`src/hdl/bmsi_pkg.sv`:
```
// Package for the banked mapper with scanline IRQ.
// Holds the transaction structs, request kinds and register decode constants.
// No dependencies.
package bmsi_pkg;

    typedef enum logic [2:0] {
        REQ_WRITE = 3'd0,
        REQ_TICK  = 3'd1,
        REQ_PPU   = 3'd2,
        REQ_PRG   = 3'd3,
        REQ_CHR   = 3'd4
    } req_kind_t;

    localparam logic [15:0] WR_DECODE_MASK = 16'hE001;
    localparam logic [15:0] WR_BANK_SELECT = 16'h8000;
    localparam logic [15:0] WR_BANK_DATA   = 16'h8001;
    localparam logic [15:0] WR_MIRROR      = 16'hA000;
    localparam logic [15:0] WR_RELOAD      = 16'hC000;
    localparam logic [15:0] WR_IRQ_MODE    = 16'hC001;
    localparam logic [15:0] WR_IRQ_DISABLE = 16'hE000;
    localparam logic [15:0] WR_IRQ_ENABLE  = 16'hE001;

    localparam logic [3:0] A12_FILTER     = 4'd10;
    localparam logic [3:0] A12_TICKS_MAX  = 4'd15;
    localparam logic [7:0] PRG_LAST_BANK  = 8'd255;

    typedef struct packed {
        logic [2:0]  req_type;
        logic [15:0] addr;
        logic [7:0]  value;
    } req_t;

    typedef struct packed {
        logic [8:0] bank;
        logic       irq_line;
        logic       mirror_horizontal;
    } rsp_t;

endpackage

```
`src/hdl/banked_mapper_with_scanline_irq.sv`:
```
// Top level of the banked mapper with scanline IRQ.
// Depends on bmsi_pkg for the transaction structs and decode constants.
//
//   channel | direction | payload            | handshake
//   req     | in        | bmsi_pkg::req_t    | req_valid / req_ready
//   rsp     | out       | bmsi_pkg::rsp_t    | rsp_valid / rsp_ready
//
// Every request transaction yields one response transaction through the read stage
// and the response register. A new one is taken every cycle while req_ready is high;
// the bank memory is read on acceptance and combined into the response register.
// Reset clears all control state and the bank memory valid bits at once; no sweep.
// When the response is stalled, one further transaction is held in the read stage
// and then req_ready falls.
module banked_mapper_with_scanline_irq (
    input  logic            clk,
    input  logic            rst_n,
    input  logic            req_valid,
    output logic            req_ready,
    input  bmsi_pkg::req_t  req,
    output logic            rsp_valid,
    input  logic            rsp_ready,
    output bmsi_pkg::rsp_t  rsp
);

    typedef struct packed {
        logic       lookup;
        logic       fixed_last;
        logic       plus_one;
        logic       irq_line;
        logic       mirror;
    } stage_t;

    logic [7:0]  bank_mem [16];
    logic [15:0] mem_valid_reg;
    logic [7:0]  rd_data_reg;
    logic        rd_valid_reg;

    logic [7:0]  bank_select_reg, bank_select_next;
    logic        mirror_reg, mirror_next;
    logic [7:0]  reload_reg, reload_next;
    logic [8:0]  count_reg, count_next;
    logic        pending_reg, pending_next;
    logic        enable_reg, enable_next;
    logic        cycle_mode_reg, cycle_mode_next;
    logic [1:0]  prescaler_reg, prescaler_next;
    logic        force_reg, force_next;
    logic [1:0]  wait_reg, wait_next;
    logic        level_reg, level_next;
    logic        low_seen_reg, low_seen_next;
    logic [3:0]  low_ticks_reg, low_ticks_next;

    logic        s1_valid_reg;
    stage_t      s1_reg, s1_next;
    logic        out_valid_reg;
    bmsi_pkg::rsp_t out_reg;

    logic        req_fire;
    logic        s1_move;
    logic        mem_we;
    logic [3:0]  mem_raddr;
    logic        clk_cnt;
    logic [1:0]  clk_wait;
    logic [8:0]  cnt_base;
    logic [8:0]  cnt_dec;
    logic        a12_edge;
    logic [2:0]  chr_slot;
    logic [7:0]  rd_byte;

    assign s1_move   = s1_valid_reg && (!out_valid_reg || rsp_ready);
    assign req_ready = !s1_valid_reg || s1_move;
    assign req_fire  = req_valid && req_ready;
    assign rsp_valid = out_valid_reg;
    assign rsp       = out_reg;

    always_comb
    begin
        bank_select_next = bank_select_reg;
        mirror_next      = mirror_reg;
        reload_next      = reload_reg;
        count_next       = count_reg;
        pending_next     = pending_reg;
        enable_next      = enable_reg;
        cycle_mode_next  = cycle_mode_reg;
        prescaler_next   = prescaler_reg;
        force_next       = force_reg;
        wait_next        = wait_reg;
        level_next       = level_reg;
        low_seen_next    = low_seen_reg;
        low_ticks_next   = low_ticks_reg;
        mem_we           = 1'b0;
        clk_cnt          = 1'b0;
        clk_wait         = 2'd1;
        a12_edge         = 1'b0;
        cnt_base         = count_reg;
        cnt_dec          = count_reg;
        mem_raddr        = 4'd0;
        chr_slot         = req.addr[12:10] ^ {bank_select_reg[7], 2'b00};
        s1_next          = '0;

        case (req.req_type)
            bmsi_pkg::REQ_WRITE:
            begin
                case (req.addr & bmsi_pkg::WR_DECODE_MASK)
                    bmsi_pkg::WR_BANK_SELECT: bank_select_next = req.value;
                    bmsi_pkg::WR_BANK_DATA:   mem_we = 1'b1;
                    bmsi_pkg::WR_MIRROR:      mirror_next = req.value[0];
                    bmsi_pkg::WR_RELOAD:      reload_next = req.value;
                    bmsi_pkg::WR_IRQ_MODE:
                    begin
                        if (cycle_mode_reg && !req.value[0])
                        begin
                            force_next = 1'b1;
                        end
                        cycle_mode_next = req.value[0];
                        if (req.value[0])
                        begin
                            prescaler_next = 2'd0;
                        end
                        pending_next = 1'b1;
                    end
                    bmsi_pkg::WR_IRQ_DISABLE:
                    begin
                        enable_next = 1'b0;
                        level_next  = 1'b0;
                    end
                    bmsi_pkg::WR_IRQ_ENABLE:  enable_next = 1'b1;
                    default: ;
                endcase
            end
            bmsi_pkg::REQ_TICK:
            begin
                if (wait_reg != 2'd0)
                begin
                    wait_next = wait_reg - 2'd1;
                    if (wait_reg == 2'd1)
                    begin
                        level_next = 1'b1;
                    end
                end
                if (low_seen_reg && low_ticks_reg != bmsi_pkg::A12_TICKS_MAX)
                begin
                    low_ticks_next = low_ticks_reg + 4'd1;
                end
                if (cycle_mode_reg || force_reg)
                begin
                    prescaler_next = prescaler_reg + 2'd1;
                    if (prescaler_reg == 2'd3)
                    begin
                        clk_cnt    = 1'b1;
                        clk_wait   = 2'd1;
                        force_next = 1'b0;
                    end
                end
            end
            bmsi_pkg::REQ_PPU:
            begin
                if (!cycle_mode_reg)
                begin
                    if (req.addr[12])
                    begin
                        a12_edge       = low_seen_reg && (low_ticks_reg >= bmsi_pkg::A12_FILTER);
                        low_seen_next  = 1'b0;
                        low_ticks_next = 4'd0;
                        clk_cnt        = a12_edge;
                        clk_wait       = 2'd2;
                    end
                    else if (!low_seen_reg)
                    begin
                        low_seen_next  = 1'b1;
                        low_ticks_next = 4'd0;
                    end
                end
            end
            bmsi_pkg::REQ_PRG:
            begin
                s1_next.lookup = 1'b1;
                case (req.addr[14:13])
                    2'd0:    mem_raddr = bank_select_reg[6] ? 4'd15 : 4'd6;
                    2'd1:    mem_raddr = bank_select_reg[6] ? 4'd6 : 4'd7;
                    2'd2:    mem_raddr = bank_select_reg[6] ? 4'd7 : 4'd15;
                    default: s1_next.fixed_last = 1'b1;
                endcase
            end
            bmsi_pkg::REQ_CHR:
            begin
                s1_next.lookup = 1'b1;
                case (chr_slot)
                    3'd0: mem_raddr = 4'd0;
                    3'd1:
                    begin
                        mem_raddr        = bank_select_reg[5] ? 4'd8 : 4'd0;
                        s1_next.plus_one = !bank_select_reg[5];
                    end
                    3'd2: mem_raddr = 4'd1;
                    3'd3:
                    begin
                        mem_raddr        = bank_select_reg[5] ? 4'd9 : 4'd1;
                        s1_next.plus_one = !bank_select_reg[5];
                    end
                    3'd4: mem_raddr = 4'd2;
                    3'd5: mem_raddr = 4'd3;
                    3'd6: mem_raddr = 4'd4;
                    default: mem_raddr = 4'd5;
                endcase
            end
            default: ;
        endcase

        if (clk_cnt)
        begin
            if (pending_reg)
            begin
                cnt_base     = (reload_reg <= 8'd1) ? ({1'b0, reload_reg} + 9'd1)
                                                    : ({1'b0, reload_reg} + 9'd2);
                pending_next = 1'b0;
            end
            else if (count_reg == 9'd0)
            begin
                cnt_base = {1'b0, reload_reg} + 9'd1;
            end
            cnt_dec    = cnt_base - 9'd1;
            count_next = cnt_dec;
            if (cnt_dec == 9'd0 && enable_reg)
            begin
                wait_next = clk_wait;
            end
        end

        s1_next.irq_line = level_next;
        s1_next.mirror   = mirror_next;
    end

    always_ff @(posedge clk)
    begin
        if (req_fire && mem_we)
        begin
            bank_mem[bank_select_reg[3:0]] <= req.value;
        end
        if (req_fire)
        begin
            rd_data_reg <= bank_mem[mem_raddr];
        end
    end

    always_ff @(posedge clk or negedge rst_n)
    begin
        if (!rst_n)
        begin
            mem_valid_reg <= '0;
            rd_valid_reg  <= 1'b0;
        end
        else if (req_fire)
        begin
            rd_valid_reg <= mem_valid_reg[mem_raddr];
            if (mem_we)
            begin
                mem_valid_reg[bank_select_reg[3:0]] <= 1'b1;
            end
        end
    end

    always_ff @(posedge clk or negedge rst_n)
    begin
        if (!rst_n)
        begin
            bank_select_reg <= '0;
            mirror_reg      <= 1'b0;
            reload_reg      <= '0;
            count_reg       <= '0;
            pending_reg     <= 1'b0;
            enable_reg      <= 1'b0;
            cycle_mode_reg  <= 1'b0;
            prescaler_reg   <= '0;
            force_reg       <= 1'b0;
            wait_reg        <= '0;
            level_reg       <= 1'b0;
            low_seen_reg    <= 1'b0;
            low_ticks_reg   <= '0;
        end
        else if (req_fire)
        begin
            bank_select_reg <= bank_select_next;
            mirror_reg      <= mirror_next;
            reload_reg      <= reload_next;
            count_reg       <= count_next;
            pending_reg     <= pending_next;
            enable_reg      <= enable_next;
            cycle_mode_reg  <= cycle_mode_next;
            prescaler_reg   <= prescaler_next;
            force_reg       <= force_next;
            wait_reg        <= wait_next;
            level_reg       <= level_next;
            low_seen_reg    <= low_seen_next;
            low_ticks_reg   <= low_ticks_next;
        end
    end

    always_ff @(posedge clk or negedge rst_n)
    begin
        if (!rst_n)
        begin
            s1_valid_reg  <= 1'b0;
            out_valid_reg <= 1'b0;
        end
        else
        begin
            if (req_fire)
            begin
                s1_valid_reg <= 1'b1;
            end
            else if (s1_move)
            begin
                s1_valid_reg <= 1'b0;
            end
            if (s1_move)
            begin
                out_valid_reg <= 1'b1;
            end
            else if (rsp_ready)
            begin
                out_valid_reg <= 1'b0;
            end
        end
    end

    assign rd_byte = rd_valid_reg ? rd_data_reg : 8'd0;

    always_ff @(posedge clk)
    begin
        if (req_fire)
        begin
            s1_reg <= s1_next;
        end
        if (s1_move)
        begin
            if (!s1_reg.lookup)
            begin
                out_reg.bank <= 9'd0;
            end
            else if (s1_reg.fixed_last)
            begin
                out_reg.bank <= {1'b0, bmsi_pkg::PRG_LAST_BANK};
            end
            else
            begin
                out_reg.bank <= {1'b0, rd_byte} + {8'd0, s1_reg.plus_one};
            end
            out_reg.irq_line          <= s1_reg.irq_line;
            out_reg.mirror_horizontal <= s1_reg.mirror;
        end
    end

endmodule

```
`config.mk`:
```
export PLATFORM = sky130hd
export DESIGN_NAME = banked_mapper_with_scanline_irq
export DESIGN_NICKNAME = d
export VERILOG_FILES = /design/src/hdl/bmsi_pkg.sv /design/src/hdl/banked_mapper_with_scanline_irq.sv
export SDC_FILE = /design/constraint.sdc
export NUM_CORES = 1
export LEC_CHECK = 0
export BUFFER_PORTS_ARGS = -buffer_cell sky130_fd_sc_hd__buf_4
export CAP_MARGIN = 10
export CORE_ASPECT_RATIO = 1.1
export CORE_MARGIN = 2
export CORE_UTILIZATION = 65
export DETAILED_ROUTE_END_ITERATION = 8
export PLACE_DENSITY = 0.84
export SYNTH_ARGS = -nofsm -noshare
export SYNTH_HDL_FRONTEND = slang
export SYNTH_SLANG_ARGS = --single-unit
```
`constraint.sdc`:
```
create_clock -name clk -period 5.46 [get_ports clk]
set_clock_uncertainty 0.15 [all_clocks]
set_input_delay 0.273 -clock clk [delete_from_list [all_inputs] [get_ports clk]]
set_output_delay 0.273 -clock clk [all_outputs]
set_load 0.005 [all_outputs]
```
==> flow_summary.json, run 1 <==
{
  "cts-root-buf": "clkbuf_16",
  "final_cell_area_um2": 10600,
  "period_share_pct": 63.9,
  "layout_commonest_cell": "edfxtp_1",
  "vias": 6453,
  "drv_slew": 0,
  "yosysWarningCount": 0,
  "h-tree-depth": 1,
  "synthMuxAreaShare_pct": 3.26,
  "grt_pass1_vias": 6174,
  "critPathMaxStageDelay_ns": 0.73,
  "grt_max_degree": 71,
  "synth_top_family_by_area": "simple AND/OR/NAND/NOR gates",
  "die_w_um": 118,
  "yosys.area.top_type_share_pct": 49.0,
  "yosys.area_share.simple_pct": 15.7,
  "ys_seq_area_share_pct": 63.5,
  "yosysUniqueCellTypes": 64,
  "critPathRequiredTime_ns": 5.43,
  "nets": 842,
  "antenna_cells": 0,
  "vdd_drop_max_mv": 0.283,
  "io_pins": 44,
  "wl_um": 20500,
  "grt_overflow": 0,
  "final.setup.tns_ns": 0,
  "gp_congestion": 0.941,
  "p_per_area_nw_per_um2": 366,
  "cts_resized": 0,
  "antenna_found_initial": 0,
  "arrival_ns": 3.46,
  "rows": 45,
  "failed_checks": "hold timing",
  "clock_latency_ns": 0.50,
  "drc": 0,
  "area_delta_synth_final_pct": 13.3,
  "fmax_mhz": 287,
  "cpLargestDelayFamily": "simple AND/OR/NAND/NOR gates",
  "die_y_um": 130,
  "synth_fa_ha_area_share_pct": 1.34,
  "cpMaxStageDelayCell": "inv_1",
  "grtUsageTotal_pct": 27.4,
  "crit_chain": "dlygate4sd3_1 > buf_4 > nand3b_1 > nand2_1 > inv_1 > nand3_1 > or3_1 > nor2_1",
  "postSynthCellCount": 764,
  "min_path_type": "in -> reg",
  "ys_ff_latch": 206,
  "clk_pin_slew_ns": 0.07,
  "die-area_um2": 15300,
  "syn-num-nets": 805,
  "relSlewSlack_pct": 27.0,
  "synth_area_per_cell_um2": 12.2,
  "drive_gt1_share_pct": 14.8,
  "drv_cap": 0,
  "firstDrtPassIters": 5,
  "ys_top_cells_by_area": "edfxtp_1, dfrtp_1, nand2_1, a211oi_1, a31oi_1",
  "routedWlPerCell_um": 20.5,
  "clockBufferDepth": 3,
  "dpl_cell_area_um2": 9700,
  "cts_tree": "built",
  "synth-compound-area-share_pct": 12.2,
  "ant_nets": 0,
  "io_buffers": 34,
  "cp-end-kind": "register",
  "start_util_pct": 67.0,
  "numClockSinks": 206,
  "first_iter_violations": 732,
  "cp_max_fo": 24,
  "hold_slack_ns": -0.00142,
  "async_flop_share_pct": 26.2,
  "startpoint_type": "primary input",
  "numCtsBuffers": 21,
  "grt_setup_unrepaired": "false",
  "hpwl_um": 12700,
  "fillers": 858,
  "crit_buf_inv": 3,
  "vias_per_cell": 6.43,
  "largest_reg_flops": 128,
  "setup_viol": 0,
  "core_um2": 13900,
  "worstSetupPathType": "in -> reg",
  "synth_edf_count": 152,
  "worst_pin_slew_ns": 1.10,
  "period_minus_slack_ns": 3.49,
  "grt_pass1_wl_um": 32700,
  "synthFlopType": "edfxtp_1",
  "syn_area_um2": 9320,
  "finalHoldViolCount": 1,
  "synth-xor-area-share_pct": 1.41,
  "synth_area_leader_cell": "edfxtp_1",
  "final_cell_mix": "edfxtp_1, nand2_1, dfrtp_1, nor2_1, buf_4",
  "leakage_uw": 0.00391,
  "outcome": "finished, violations left"
}
final cells by class:
cell class | instances | area (µm²) | share of cell area (%)
clock buffers | 27 | 578 | 5.47
clock inverters | 10 | 164 | 1.55
inverters | 15 | 56.3 | 0.533
multi-input cells | 505 | 3200 | 30.3
flip-flops and latches | 206 | 5920 | 56.0
well taps | 188 | 235 | 2.23
repair buffers | 52 | 415 | 3.93
routing by layer:
| layer | GRT usage (%) | part of all wire (%) | routed length (µm) |
|---|---|---|---|
| met1 | 36.7 | 40 | 8300 |
| met2 | 47.4 | 50 | 10300 |
| met3 | 3.65 | 6.9 | 1430 |
| met4 | 8.29 | 2.3 | 470 |
| met5 | 0 | 0 | 0 |
path summary, 6_finish.rpt:
kind,end,startpoint,slack [ns],cells past startpoint
worst max-delay path,bank_mem[3][5],rsp_ready,1.97,8
worst min-delay path,bank_mem[6][3],req[3],-0.001,1
worst max register to register,bank_mem[3][5],rsp_valid,2.03,6
worst min register to register,rsp[0],s1_reg[0],0.28,0
max in group asynchronous,mem_valid_reg[1],rst_n,4.46,2
min in group asynchronous,reload_reg[1],rst_n,0.22,2
through the flow:
step	power [µW]	setup slack, ns	std cells	hold slack [ns]	util (%)
floorplan	2200	2.73	764	-0.173	-
global placement	2320	1.89	953	0.197	69.7
detailed placement	2340	1.78	953	0.220	69.7
CTS	3860	1.72	1000	0.00268	75.8
global route	4000	1.78	1003	0.00431	75.9
finish	3870	1.97	1003	-0.00142	75.9
synthesized netlist by cell type, drive strengths merged (14+ instances only):
library cell and n:
o21ai 15, a211oi 33, a22oi 16, nand2 107
and2 38, edfxtp 152, nand3 19, or2 14
a31oi 36, clkbuf 25, inv 15, a21oi 18
mux2 19, nor2 42, dfrtp 54
worst reg2reg max path, cell delays in order, from the launching register on:
cell	delay, ns
dfrtp_1	0.41
nand3b_1	0.16
nand2_1	0.29
inv_1	0.73
nand3_1	0.25
or3_1	0.44
nor2_1	0.63
report_power, final:
group	total [µW]	internal, µW	switching (µW)
registers	1860	1760	94.1
clock network	1530	942	588
logic	479	191	287
what timing repair did:
action | CTS | global route
hold buffers | 10 | 0
buffers inserted | 0 | 0
endpoints found under the hold margin | 82 | 0
logic make-up after synthesis:
group / count (synthesis)
xor+xnor: 15
mux: 28
simple gates: 289
fa+ha+maj: 10
compound gates: 163
buf+inv: 53
flops: 206
No activity file was read; power rests on OpenSTA's default activity.
==> inputs of run 2 (changes only) <==
--- a/config.mk
+++ b/config.mk
@@ -9,9 +9,9 @@
 export CAP_MARGIN = 10
 export CORE_ASPECT_RATIO = 1.1
 export CORE_MARGIN = 2
-export CORE_UTILIZATION = 65
+export CORE_UTILIZATION = 55
 export DETAILED_ROUTE_END_ITERATION = 8
-export PLACE_DENSITY = 0.84
+export PLACE_DENSITY = 0.75
 export SYNTH_ARGS = -nofsm -noshare
 export SYNTH_HDL_FRONTEND = slang
 export SYNTH_SLANG_ARGS = --single-unit
==> constraint.sdc (replaced) <==
create_clock -name clk -period 2.9 [get_ports clk]
set_clock_uncertainty 0.15 [all_clocks]
set_input_delay 0.145 -clock clk [delete_from_list [all_inputs] [get_ports clk]]
set_output_delay 0.145 -clock clk [all_outputs]
set_load 0.005 [all_outputs]
==> flow_summary.json, run 2 (same netlist as run 1, synthesis figures left out) <==
{
  "outcome": "finished clean",
  "startpoint_type": "register",
  "final_util_pct": 66.5,
  "vias_per_cell": 5.98,
  "p_clk_share_pct": 36.2,
  "startpoint": "reload_reg[7]",
  "start_util_pct": 56.5,
  "firstDrtPassIters": 5,
  "vias": 6394,
  "grt_pass1_vias": 6446,
  "grt_max_degree": 65,
  "h-tree-depth": 1,
  "die-area_um2": 18000,
  "cts-root-buf": "clkbuf_16",
  "fillers": 1188,
  "pwr-share-seq_pct": 49.3,
  "grt_setup_unrepaired": "false",
  "leakage_uw": 0.00414,
  "antenna_cells": 0,
  "vdd_drop_max_mv": 0.592,
  "io_buffers": 34,
  "grtUsageTotal_pct": 23.1,
  "layout_commonest_cell": "edfxtp_1",
  "antenna_found_initial": 0,
  "numCtsBuffers": 20,
  "ant_nets": 0,
  "p_sw_uw": 1760,
  "worstSetupPathType": "reg -> reg",
  "post_cts_buffers": 0,
  "die_w_um": 128,
  "drv_cap": 0,
  "hpwl_um": 13500,
  "setup_viol": 0,
  "fmax_mhz": 362,
  "clk_pin_slew_ns": 0.06,
  "finalHoldViolCount": 0,
  "drv_slew": 0,
  "nets": 893,
  "die_y_um": 141,
  "largest_reg_flops": 128,
  "r2r_cells": 9,
  "min_path_type": "in -> async",
  "power.total_uw": 7030,
  "gp_congestion": 0.926,
  "combPwrFrac_pct": 14.5,
  "p_per_area_nw_per_um2": 641,
  "relSlewSlack_pct": 45.1,
  "cts_tree": "built",
  "period_minus_slack_ns": 2.76,
  "p_sw_share_pct": 25.1,
  "drive_gt1_share_pct": 17.9,
  "grt_pass1_wl_um": 32500,
  "core_um2": 16500,
  "io_pins": 44,
  "final_cell_mix": "edfxtp_1, nand2_1, buf_4, dfrtp_1, nor2_1",
  "cp-end-kind": "register",
  "wl_um": 20200,
  "r2r_setup_slack_ns": 0.14,
  "r2r_start": "reload_reg[7]",
  "critPathRequiredTime_ns": 3.12,
  "clock_latency_ns": 0.49,
  "dpl_cell_area_um2": 10100,
  "grt_overflow": 0,
  "period_share_pct": 95.2,
  "worst_pin_slew_ns": 0.824,
  "rows": 49,
  "area_delta_synth_final_pct": 17.8,
  "final_cell_area_um2": 11000,
  "numClockSinks": 206,
  "routedWlPerCell_um": 18.9,
  "regToRegEndpoint": "wait_reg[1]",
  "clockBufferDepth": 3,
  "drc": 0,
  "hold_slack_ns": 0.0973,
  "first_iter_violations": 421,
  "internal-power_uw": 5260,
  "final.setup.tns_ns": 0,
  "arrival_ns": 2.98,
  "cp_max_fo": 4
}
==> run 2: cell types whose count changed in the layout (fill, tap and decap cells not counted), sizes merged <==
| cell | before | now |
|---|---|---|
| buf | 39 | 81 |
| dlygate4sd3 | 10 | 23 |
| clkbuf | 30 | 26 |
| clkinv | 3 | 7 |
| bufinv | 4 | 2 |
| inv | 17 | 15 |
==> run 2: layout make-up <==
| class | instances | area [µm²] | area share (%) |
|---|---|---|---|
| clock inverter | 10 | 97.6 | 0.890 |
| clock buffer | 26 | 544 | 4.96 |
| sequential | 206 | 5920 | 53.9 |
| tap | 204 | 255 | 2.33 |
| inverter | 15 | 56.3 | 0.513 |
| timing repair buffer | 104 | 901 | 8.21 |
| multi-input combinational | 505 | 3200 | 29.2 |
==> run 2: worst max-delay path by stage <==
| stage | slack (ns) | endpoint | cells after the start |
|---|---|---|---|
| 6_report | 0.14 | wait_reg[1] | 9 |
| 5_1_grt | 0.03 | rd_data_reg[2] | 9 |
| 4_1_cts | 0.14 | wait_reg[1] | 10 |
| 3_5_place_dp | 0.15 | wait_reg[1] | 10 |
| 3_3_place_gp | 0.13 | wait_reg[1] | 9 |
| 2_1_floorplan | 0.17 | wait_reg[1] | 10 |
==> run 2: worst max-delay path: stages, from the launching register on <==
cell	delay, ns
dfrtp_1	0.38
or4_4	0.57
o31ai_1	0.30
a32oi_2	0.16
inv_1	0.07
ha_1	0.14
and4_1	0.16
nand4_1	0.15
or2_1	0.27
a221o_1	0.29
==> run 2: per-layer routing <==
metal / vias up / wire [µm] / track usage, %
met3: 51 / 1070 / 3.17
met4: 0 / 575 / 7.98
met1: 3128 / 8680 / 30.7
met2: 179 / 9910 / 39.1
li1: 3036 / - / -
met5: - / 0 / 0
==> run 2: per-stage QoR <==
stage          std cells  setup slack, ns
5_1_grt             1070           0.0269
3_3_place_gp        1011            0.130
2_1_floorplan        764            0.169
6_report            1070            0.138
3_5_place_dp        1011            0.151
4_1_cts             1070            0.143
==> run 2: power groups by stage <==
stage | registers, µW | logic [µW] | clock network [µW]
6_report | 3470 | 1020 | 2540
5_1_grt | 3490 | 1120 | 2700
4_1_cts | 3470 | 1020 | 2580
3_5_place_dp | 3520 | 985 | 0
3_3_place_gp | 3520 | 956 | 0
2_1_floorplan | 3480 | 654 | 0
==> run 2: repair_timing <==
item,4_1_cts,5_1_grt
endpoints found under the hold margin,213,0
gates resized for setup,0,1
hold buffers,23,0
setup endpoints to repair,0,1
